[config.mk]
export PLATFORM = sky130hd
export DESIGN_NAME = srtf_cell
export DESIGN_NICKNAME = d
export VERILOG_FILES = /design/src/sv/srtf_pkg.sv /design/src/sv/srtf_cell.sv
export SDC_FILE = /design/constraint.sdc
export NUM_CORES = 1
export LEC_CHECK = 0
export BUFFER_PORTS_ARGS = -buffer_cell sky130_fd_sc_hd__buf_4
export CORE_MARGIN = 1.5
export CORE_UTILIZATION = 51
export CTS_BUF_LIST = sky130_fd_sc_hd__clkbuf_4 sky130_fd_sc_hd__clkbuf_8 sky130_fd_sc_hd__clkbuf_16
export CTS_CLUSTER_SIZE = 14
export DETAILED_ROUTE_END_ITERATION = 12
export GPL_ROUTABILITY_DRIVEN = 0
export HOLD_SLACK_MARGIN = 0.15
export PLACE_DENSITY = 0.83
export SLEW_MARGIN = 20
export SYNTH_ARGS = -nofsm -noshare
export SYNTH_HDL_FRONTEND = slang
export SYNTH_SLANG_ARGS = --single-unit
[constraint.sdc]
create_clock -name clk -period 3.45 [get_ports clk]
set_clock_uncertainty 0.05 [all_clocks]
set_input_delay 0.5175 -clock clk [delete_from_list [all_inputs] [get_ports clk]]
set_output_delay 0.5175 -clock clk [all_outputs]
set_load 0.03 [all_outputs]
[src/sv/srtf_pkg.sv]
`timescale 1ns / 1ps

package srtf_pkg;

    localparam int DEF_MAX_PROCESSES = 16;
    localparam int DEF_TIME_BITS     = 24;

    localparam int COUNT_W  = 5;
    localparam int SLOT_F_W = 4;
    localparam int ID_W     = 8;
    localparam int SHORT_W  = 16;
    localparam int OUT_T_W  = 24;

    localparam logic KIND_LOAD = 1'b0;
    localparam logic KIND_TICK = 1'b1;

    // saturating count of unfinished slots in use
    localparam logic [1:0] PEND_NONE = 2'd0;
    localparam logic [1:0] PEND_ONE  = 2'd1;
    localparam logic [1:0] PEND_MANY = 2'd2;

    typedef struct packed {
        logic               en;
        logic [SLOT_F_W-1:0] slot;
        logic [ID_W-1:0]    id;
        logic [SHORT_W-1:0] arrival;
        logic [SHORT_W-1:0] burst;
    } load_t;

    typedef struct packed {
        logic               valid;
        logic [1:0]         pend;
        logic               started;
        logic [ID_W-1:0]    id;
        logic [SHORT_W-1:0] arrival;
        logic [SHORT_W-1:0] burst;
        logic [SHORT_W-1:0] remaining;
    } cand_t;

    typedef struct packed {
        logic                idle;
        logic [SLOT_F_W-1:0] run_slot;
        logic [ID_W-1:0]     run_id;
        logic [OUT_T_W-1:0]  tick_start;
        logic                new_segment;
        logic                finished;
        logic [OUT_T_W-1:0]  completion_time;
        logic [OUT_T_W-1:0]  turnaround;
        logic [OUT_T_W-1:0]  waiting;
        logic [OUT_T_W-1:0]  response;
        logic                all_done;
    } result_t;

endpackage

[src/sv/srtf_cell.sv]
`timescale 1ns / 1ps

module srtf_cell #(
    parameter int MAX_PROCESSES = srtf_pkg::DEF_MAX_PROCESSES,
    parameter int TIME_BITS     = srtf_pkg::DEF_TIME_BITS,
    parameter int IDX           = 0,
    localparam int SLOT_W       = $clog2(MAX_PROCESSES)
) (
    input  logic                         clk,
    input  logic                         rst_n,
    input  logic [srtf_pkg::COUNT_W-1:0] process_count,
    input  logic [TIME_BITS-1:0]         cur_time,
    input  srtf_pkg::load_t              load,
    input  logic                         apply_en,
    input  logic [SLOT_W-1:0]            apply_slot,
    input  srtf_pkg::cand_t              cand_in,
    input  logic [SLOT_W-1:0]            slot_in,
    input  logic [TIME_BITS-1:0]         resp_in,
    output srtf_pkg::cand_t              cand_out,
    output logic [SLOT_W-1:0]            slot_out,
    output logic [TIME_BITS-1:0]         resp_out
);

    localparam int CW = (TIME_BITS > srtf_pkg::SHORT_W) ? TIME_BITS : srtf_pkg::SHORT_W;
    localparam logic [8:0]        IDX9    = 9'(IDX);
    localparam logic [SLOT_W-1:0] IDX_SLT = SLOT_W'(IDX);

    logic [srtf_pkg::ID_W-1:0]    id_reg;
    logic [srtf_pkg::SHORT_W-1:0] arr_reg;
    logic [srtf_pkg::SHORT_W-1:0] burst_reg;
    logic [srtf_pkg::SHORT_W-1:0] rem_reg;
    logic [TIME_BITS-1:0]         resp_reg;
    logic                         started_reg;
    logic                         done_reg;

    srtf_pkg::cand_t              cand_reg;
    srtf_pkg::cand_t              cand_next;
    logic [SLOT_W-1:0]            slot_reg;
    logic [SLOT_W-1:0]            slot_next;
    logic [TIME_BITS-1:0]         tok_resp_reg;
    logic [TIME_BITS-1:0]         tok_resp_next;

    logic                         in_use;
    logic                         load_hit;
    logic                         apply_hit;
    logic                         eligible;
    logic                         better;
    logic [CW-1:0]                arr_c;
    logic [CW-1:0]                start_c;
    logic [1:0]                   pend_next;

    assign arr_c     = CW'(arr_reg);
    assign start_c   = CW'(cur_time);
    assign in_use    = IDX9 < {4'b0, process_count};
    assign load_hit  = load.en && ({5'b0, load.slot} == IDX9);
    assign apply_hit = apply_en && (apply_slot == IDX_SLT);

    assign eligible = in_use && !done_reg && (rem_reg != '0) && (arr_c <= start_c);
    assign better   = !cand_in.valid || (rem_reg < cand_in.remaining) ||
                      ((rem_reg == cand_in.remaining) && (arr_reg < cand_in.arrival));

    always_comb
    begin
        pend_next = cand_in.pend;
        if (in_use && !done_reg)
        begin
            pend_next = (cand_in.pend == srtf_pkg::PEND_NONE) ? srtf_pkg::PEND_ONE
                                                               : srtf_pkg::PEND_MANY;
        end

        cand_next      = cand_in;
        slot_next      = slot_in;
        tok_resp_next  = resp_in;
        if (eligible && better)
        begin
            cand_next.valid     = 1'b1;
            cand_next.started   = started_reg;
            cand_next.id        = id_reg;
            cand_next.arrival   = arr_reg;
            cand_next.burst     = burst_reg;
            cand_next.remaining = rem_reg;
            slot_next           = IDX_SLT;
            tok_resp_next       = resp_reg;
        end
        cand_next.pend = pend_next;
    end

    always_ff @(posedge clk or negedge rst_n)
    begin
        if (!rst_n)
        begin
            started_reg <= 1'b0;
            done_reg    <= 1'b0;
            cand_reg    <= '0;
        end
        else
        begin
            cand_reg <= cand_next;
            if (load_hit)
            begin
                started_reg <= 1'b0;
                done_reg    <= 1'b0;
            end
            else if (apply_hit)
            begin
                started_reg <= 1'b1;
                if (rem_reg == srtf_pkg::SHORT_W'(1))
                begin
                    done_reg <= 1'b1;
                end
            end
        end
    end

    always_ff @(posedge clk)
    begin
        slot_reg     <= slot_next;
        tok_resp_reg <= tok_resp_next;
        if (load_hit)
        begin
            id_reg    <= load.id;
            arr_reg   <= load.arrival;
            burst_reg <= load.burst;
            rem_reg   <= load.burst;
            resp_reg  <= '0;
        end
        else if (apply_hit)
        begin
            rem_reg <= rem_reg - srtf_pkg::SHORT_W'(1);
            if (!started_reg)
            begin
                resp_reg <= TIME_BITS'(start_c - arr_c);
            end
        end
    end

    assign cand_out = cand_reg;
    assign slot_out = slot_reg;
    assign resp_out = tok_resp_reg;

endmodule

==> impl_metrics.py, run 1 <==
metrics = {
    "outcome": {
        "status": "complete, no violations",
    },
    "power_and_ir_drop": {
        "power_leakage_nw": 5.07,
        "switching_power_mw": 1.46,
        "sw_frac_of_total_pct": 27.2,
        "p_total_mw": 5.36,
        "internal-power_mw": 3.90,
        "power_frac_clock_pct": 36.8,
        "pwr-share-comb_pct": 19.3,
        "sequentialPowerShare_pct": 43.8,
        "peakVddDrop_uv": 367,
        "power_density_nw_per_um2": 494,
    },
    "floorplan": {
        "io_pins": 257,
        "start_util_pct": 52.8,
        "die_area_um2": 16600,
        "core_area_um2": 15300,
        "die_y_um": 129,
        "die_w_um": 129,
        "rows": 45,
    },
    "timing": {
        "tns_ps": 0,
        "finalHoldViolations": 0,
        "relSlewSlack_pct": 43.6,
        "tightestPinTransition_ps": 846,
        "fmax_ghz": 0.315,
        "worst_slack_ps": 280,
        "final.min_clock_period_ps": 3170,
        "fin_crit_sh_pct": 91.9,
        "setup_viol": 0,
        "rsz0062_at_grt": "no",
        "drv_slew": 0,
    },
    "global_route": {
        "grt_usage_pct": 25.2,
        "grt_pass1_wl_mm": 31.6,
        "overflow": 0,
        "grt_max_degree": 63,
        "grt_pass1_vias": 6213,
        "grt_antenna_before_repair": 0,
    },
    "logic_synthesis": {
        "netlist_instances": 710,
        "ys_ff_latch": 170,
        "ys_seq_area_share_pct": 52.9,
        "syn-num-nets": 930,
        "synthArstFlopShare_pct": 36.5,
        "synth_top_flop_cell": "dfrtp_1",
        "yosys.area.top_type": "edfxtp_1",
        "synth_edf_count": 56,
        "yosys_warnings": 0,
        "avgSynthCellArea_um2": 11.4,
        "synth_area_leaders": "edfxtp_1 21%, dfrtp_1 19%, dfxtp_1 13%",
        "synthDominantCellAreaShare_pct": 20.8,
        "yosysUniqueCellTypes": 57,
        "syn_area_um2": 8080,
    },
    "final_layout": {
        "stdcell_count": 1192,
        "layout-drive-gt1-share_pct": 37.5,
        "antenna_cells": 0,
        "largest_reg_flops": 60,
        "fin_util_pct": 70.8,
        "area_growth_pct": 34.2,
        "nets": 1188,
    },
    "routing": {
        "routed_wl_mm": 20.7,
        "drtIter0Drc": 281,
        "vias": 6278,
        "postRouteAntennaNets": 0,
        "drc": 0,
        "dr.pass1.iters": 5,
        "viasPerCell": 5.27,
        "post_drt_wl_per_cell_um": 17.4,
    },
    "worst_setup_path": {
        "reg2reg_depth": 10,
        "worst_setup_path_start_kind": "flop",
        "endpoint_kind": "flop",
        "rrSetupSlack_ps": 280,
        "critical_path_class": "reg -> reg",
        "rr_endpoint": "cand_out[32]$_DFF_PN0_",
        "cp_max_fo": 42,
        "crit_required_ps": 3710,
        "critical_path_arrival_ps": 3430,
        "r2r-start": "arr_reg[0]$_DFFE_PP_",
    },
    "place": {
        "place_hpwl_mm": 15.6,
        "port-buffer-count": 256,
        "dp_cells": 1160,
        "pre_cts_slack_ps": 99.2,
    },
    "clocking": {
        "clkLatencyLatePin_ps": 430,
        "cts_tree": "built",
        "clock_sinks": 170,
        "ctsHoldBuffers": 0,
        "cts_resized": 0,
        "htree_levels": 4,
        "cts_buffers": 17,
        "clk_pin_slew_ps": 70,
        "cts_setup_buffers": 0,
        "cts_root_buf": "clkbuf_16",
        "cts_buffer_depth": 2,
    },
    "flow_run": {
        "drv_cap": 0,
    },
    "min_path": {
        "min_path_type": "in -> async",
    },
}
==> cell families after synthesis <==
family                     share of synthesized area, %
and+or+nand+nor                                    10.5
DFF                                                52.9
AOI/OAI and AO/OA                                  8.51
muxes                                              13.1
buffers and inverters                              4.26
adders and majority gates                          7.99
xor gates and xnor gates                           2.82
==> worst max path at each step <==
stage	startpoint	end	slack (ps)	depth (start not counted)
2_1_floorplan	load[41]	arr_reg[0]$_DFFE_PP_	350	5
3_3_place_gp	cur_time[0]	cand_out[32]$_DFF_PN0_	190	12
3_5_place_dp	cur_time[0]	cand_out[32]$_DFF_PN0_	100	12
4_1_cts	arr_reg[0]$_DFFE_PP_	cand_out[32]$_DFF_PN0_	290	10
5_1_grt	arr_reg[0]$_DFFE_PP_	cand_out[32]$_DFF_PN0_	110	10
6_report	arr_reg[0]$_DFFE_PP_	cand_out[32]$_DFF_PN0_	280	10
==> power by group through the flow <==
stage / sequential, mW / clock [mW] / combinational [mW]
after floorplan: 2.58 / 0 / 0.392
after global placement: 2.39 / 0 / 1.01
after detailed placement: 2.39 / 0 / 1.03
after CTS: 2.35 / 1.99 / 1.04
after global routing: 2.36 / 2.08 / 1.11
final: 2.35 / 1.97 / 1.04
==> worst max-delay path, cell delays in order, from the launching register on <==
cell      delay [ps]
edfxtp_1         420
ha_1             230
fa_1             380
nand2b_1         190
a21oi_1          190
o21ai_1          170
a21oi_1          300
o211ai_2         150
a31oi_4          260
buf_12           320
mux2_2           380
==> cells in the mapped netlist, types with 2 or more instances <==
cell,count
nand2_1,68
dfrtp_1,62
edfxtp_1,56
inv_1,55
dfxtp_1,52
ha_1,50
a21oi_1,44
mux2_2,37
nor2_1,37
o21ai_0,33
mux2_4,30
nand3_1,21
xnor2_1,20
mux2i_1,19
clkbuf_1,13
nor3_1,11
nand4_1,10
a211oi_1,8
a31oi_1,7
nor2b_1,7
nor4_1,7
xor2_1,6
a21o_1,5
buf_2,5
nand2b_1,5
buf_6,4
and3_1,3
o21a_1,3
buf_4,2
nor4b_1,2
o211ai_1,2
==> area by class of cell <==
| cell class | count | area, µm² |
|---|---|---|
| tap | 211 | 264 |
| timing repair buffer | 263 | 2010 |
| clock inverter | 12 | 150 |
| sequential | 170 | 4270 |
| clock buffer | 20 | 460 |
| inverter | 56 | 210 |
| fill | 1131 | 4470 |
| multi-input combinational | 460 | 3470 |
==> stage by stage <==
stage / hold WS [ps] / cell area (µm²)
3_5_place_dp: 406 / 10200
2_1_floorplan: 172 / 8080
3_3_place_gp: 395 / 10200
5_1_grt: 199 / 10800
4_1_cts: 175 / 10800
6_report: 152 / 10800
==> layer usage <==
| metal | share of wire, % | GRT usage [%] | routed length [µm] |
|---|---|---|---|
| met1 | 41 | 30.7 | 8470 |
| met2 | 49 | 43.4 | 10300 |
| met3 | 7.8 | 6.65 | 1620 |
| met4 | 1.9 | 8.66 | 390 |
| met5 | 0 | 0 | 0 |
==> placed cells by master, fill, tap and decap left out, types with 3 or more instances in the layout <==
| cell type | instances |
|---|---|
| buf_4 | 260 |
| nand2_1 | 68 |
| dfrtp_1 | 62 |
| edfxtp_1 | 56 |
| inv_1 | 55 |
| dfxtp_1 | 52 |
| ha_1 | 50 |
| a21oi_1 | 44 |
| nor2_1 | 37 |
| mux2_2 | 37 |
| o21ai_0 | 33 |
| mux2_4 | 30 |
| nand3_1 | 21 |
| xnor2_1 | 20 |
| mux2i_1 | 19 |
| clkbuf_16 | 17 |
| nor3_1 | 11 |
| nand4_1 | 10 |
| a211oi_1 | 8 |
| nor4_1 | 7 |
| a31oi_1 | 7 |
| nor2b_1 | 7 |
| xor2_1 | 6 |
| a21o_1 | 5 |
| nand2b_1 | 5 |
| inv_6 | 4 |
| o21a_1 | 3 |
| and3_1 | 3 |
| clkinv_4 | 3 |
| buf_12 | 3 |
No activity file was read; power rests on OpenSTA's default activity.
==> run 2: changes to the inputs <==
--- a/config.mk
+++ b/config.mk
@@ -13,6 +13,7 @@
 export DETAILED_ROUTE_END_ITERATION = 12
 export GPL_ROUTABILITY_DRIVEN = 0
 export HOLD_SLACK_MARGIN = 0.15
+export MAX_ROUTING_LAYER = met4
 export PLACE_DENSITY = 0.83
 export SLEW_MARGIN = 20
 export SYNTH_ARGS = -nofsm -noshare
==> impl_metrics.py, run 2 (same netlist as run 1, synthesis figures left out) <==
metrics = {
    "power_and_ir_drop": {
        "peakVddDrop_uv": 364,
        "p_total_mw": 5.36,
        "power_density_nw_per_um2": 494,
        "power_leakage_nw": 5.07,
    },
    "clocking": {
        "cts_buffer_depth": 2,
        "cts_resized": 0,
        "clock_sinks": 170,
        "cts_root_buf": "clkbuf_16",
        "clk_pin_slew_ps": 70,
        "cts_setup_buffers": 0,
        "htree_levels": 4,
        "cts_buffers": 17,
        "ctsHoldBuffers": 0,
        "cts_tree": "built",
        "clkLatencyLatePin_ps": 430,
    },
    "worst_setup_path": {
        "reg2reg_depth": 10,
        "rr_endpoint": "cand_out[32]$_DFF_PN0_",
        "cpMaxStageDelayCell": "edfxtp_1",
        "crit_chain": "ha_1, fa_1, nand2b_1, a21oi_1, o21ai_1, a21oi_1, o211ai_2, a31oi_4, buf_12, mux2_2",
        "cp_max_fo": 42,
        "critical_path_class": "reg -> reg",
        "crit_required_ps": 3700,
        "endpoint_kind": "flop",
        "rrSetupSlack_ps": 290,
        "r2r-start": "arr_reg[0]$_DFFE_PP_",
        "critical_path_arrival_ps": 3420,
        "worst_setup_path_start_kind": "flop",
        "crit_path_max_incr_delay_ps": 420,
        "path_common_cell": "a21oi_1",
        "cp-startpoint": "arr_reg[0]$_DFFE_PP_",
    },
    "routing": {
        "routed_wl_mm": 20.7,
        "drc": 0,
        "vias": 6289,
        "viasPerCell": 5.28,
        "postRouteAntennaNets": 0,
        "post_drt_wl_per_cell_um": 17.4,
        "drtIter0Drc": 268,
        "dr.pass1.iters": 7,
    },
    "final_layout": {
        "final_cell_mix": "260 x buf_4, 68 x nand2_1, 62 x dfrtp_1, 56 x edfxtp_1, 55 x inv_1",
        "multi_input_area_um2": 3470,
        "antenna_cells": 0,
        "layout-drive-gt1-share_pct": 37.5,
        "regArea_um2": 4270,
        "area_growth_pct": 34.2,
        "final_common_cell": "buf_4",
        "stdcell_count": 1192,
        "nets": 1188,
        "fillers": 1131,
        "largest_reg_flops": 60,
    },
    "timing": {
        "rsz0062_at_grt": "no",
        "tightestPinTransition_ps": 847,
        "drv_slew": 0,
        "final.min_clock_period_ps": 3160,
        "tns_ps": 0,
        "fmax_ghz": 0.316,
        "finalHoldViolations": 0,
        "relSlewSlack_pct": 43.6,
        "setup_viol": 0,
        "fin_crit_sh_pct": 91.7,
    },
    "place": {
        "place_hpwl_mm": 15.6,
        "dp_cells": 1160,
        "port-buffer-count": 256,
    },
    "min_path": {
        "min_path_type": "in -> async",
    },
    "floorplan": {
        "die_area_um2": 16600,
        "rows": 45,
        "io_pins": 257,
        "start_util_pct": 52.8,
        "die_w_um": 129,
        "die_y_um": 129,
        "core_area_um2": 15300,
    },
    "global_route": {
        "grt_pass1_wl_mm": 31.6,
        "grt_usage_pct": 26.0,
        "grt_antenna_before_repair": 0,
        "overflow": 0,
        "grt_pass1_vias": 6214,
        "grt_max_degree": 63,
    },
    "outcome": {
        "status": "complete, no violations",
    },
    "flow_run": {
        "drv_cap": 0,
    },
}
-- run 2: cell counts in the layout (fill, tap and decap cells not counted) --
No cell type changed its count.
-- run 2: area by class of cell --
type | count | area share [%]
timing repair buffer | 263 | 18.6
clock buffer | 20 | 4.25
sequential | 170 | 39.4
clock inverter | 12 | 1.38
inverter | 56 | 1.94
multi-input combinational | 460 | 32.0
tap | 211 | 2.43
-- run 2: routing by layer --
metal	vias to the layer above	wire (µm)	GRT usage, %	part of all wire (%)
met3	29	1570	6.36	7.6
met5	-	0	-	0
met4	0	378	8.66	1.8
li1	3030	-	-	-
met1	2955	8450	31.0	41
met2	275	10300	43.3	50
-- run 2: how the worst max path moves through the flow --
stage / end / slack (ps)
after global placement: cand_out[32]$_DFF_PN0_ / 190
after global routing: cand_out[32]$_DFF_PN0_ / 110
final: cand_out[32]$_DFF_PN0_ / 290
after CTS: cand_out[32]$_DFF_PN0_ / 290
after detailed placement: cand_out[32]$_DFF_PN0_ / 100
after floorplan: arr_reg[0]$_DFFE_PP_ / 350
-- run 2: report_power, final --
part | switching [mW] | total, mW | leakage, nW | internal (mW)
registers | 0.0870 | 2.35 | 1.66 | 2.26
logic | 0.536 | 1.04 | 3.10 | 0.501
clock network | 0.837 | 1.97 | 0.304 | 1.14
-- run 2: through the flow --
stage	util [%]	hold WS, ps	cell area [µm²]	worst slack [ps]
5_1_grt	70.8	198	10800	111
6_report	70.8	150	10800	285
2_1_floorplan	-	172	8080	349
3_5_place_dp	66.8	406	10200	99.2
4_1_cts	70.8	175	10800	295
3_3_place_gp	66.8	395	10200	188
-- run 2: worst max-delay path: cells and delay by family (launching register included) --
kind	cells	cell delay [ps]
mux	1	380
fa+ha+maj	2	610
simple gates	1	190
compound gates	5	1070
flops	1	420
buf+inv	1	310
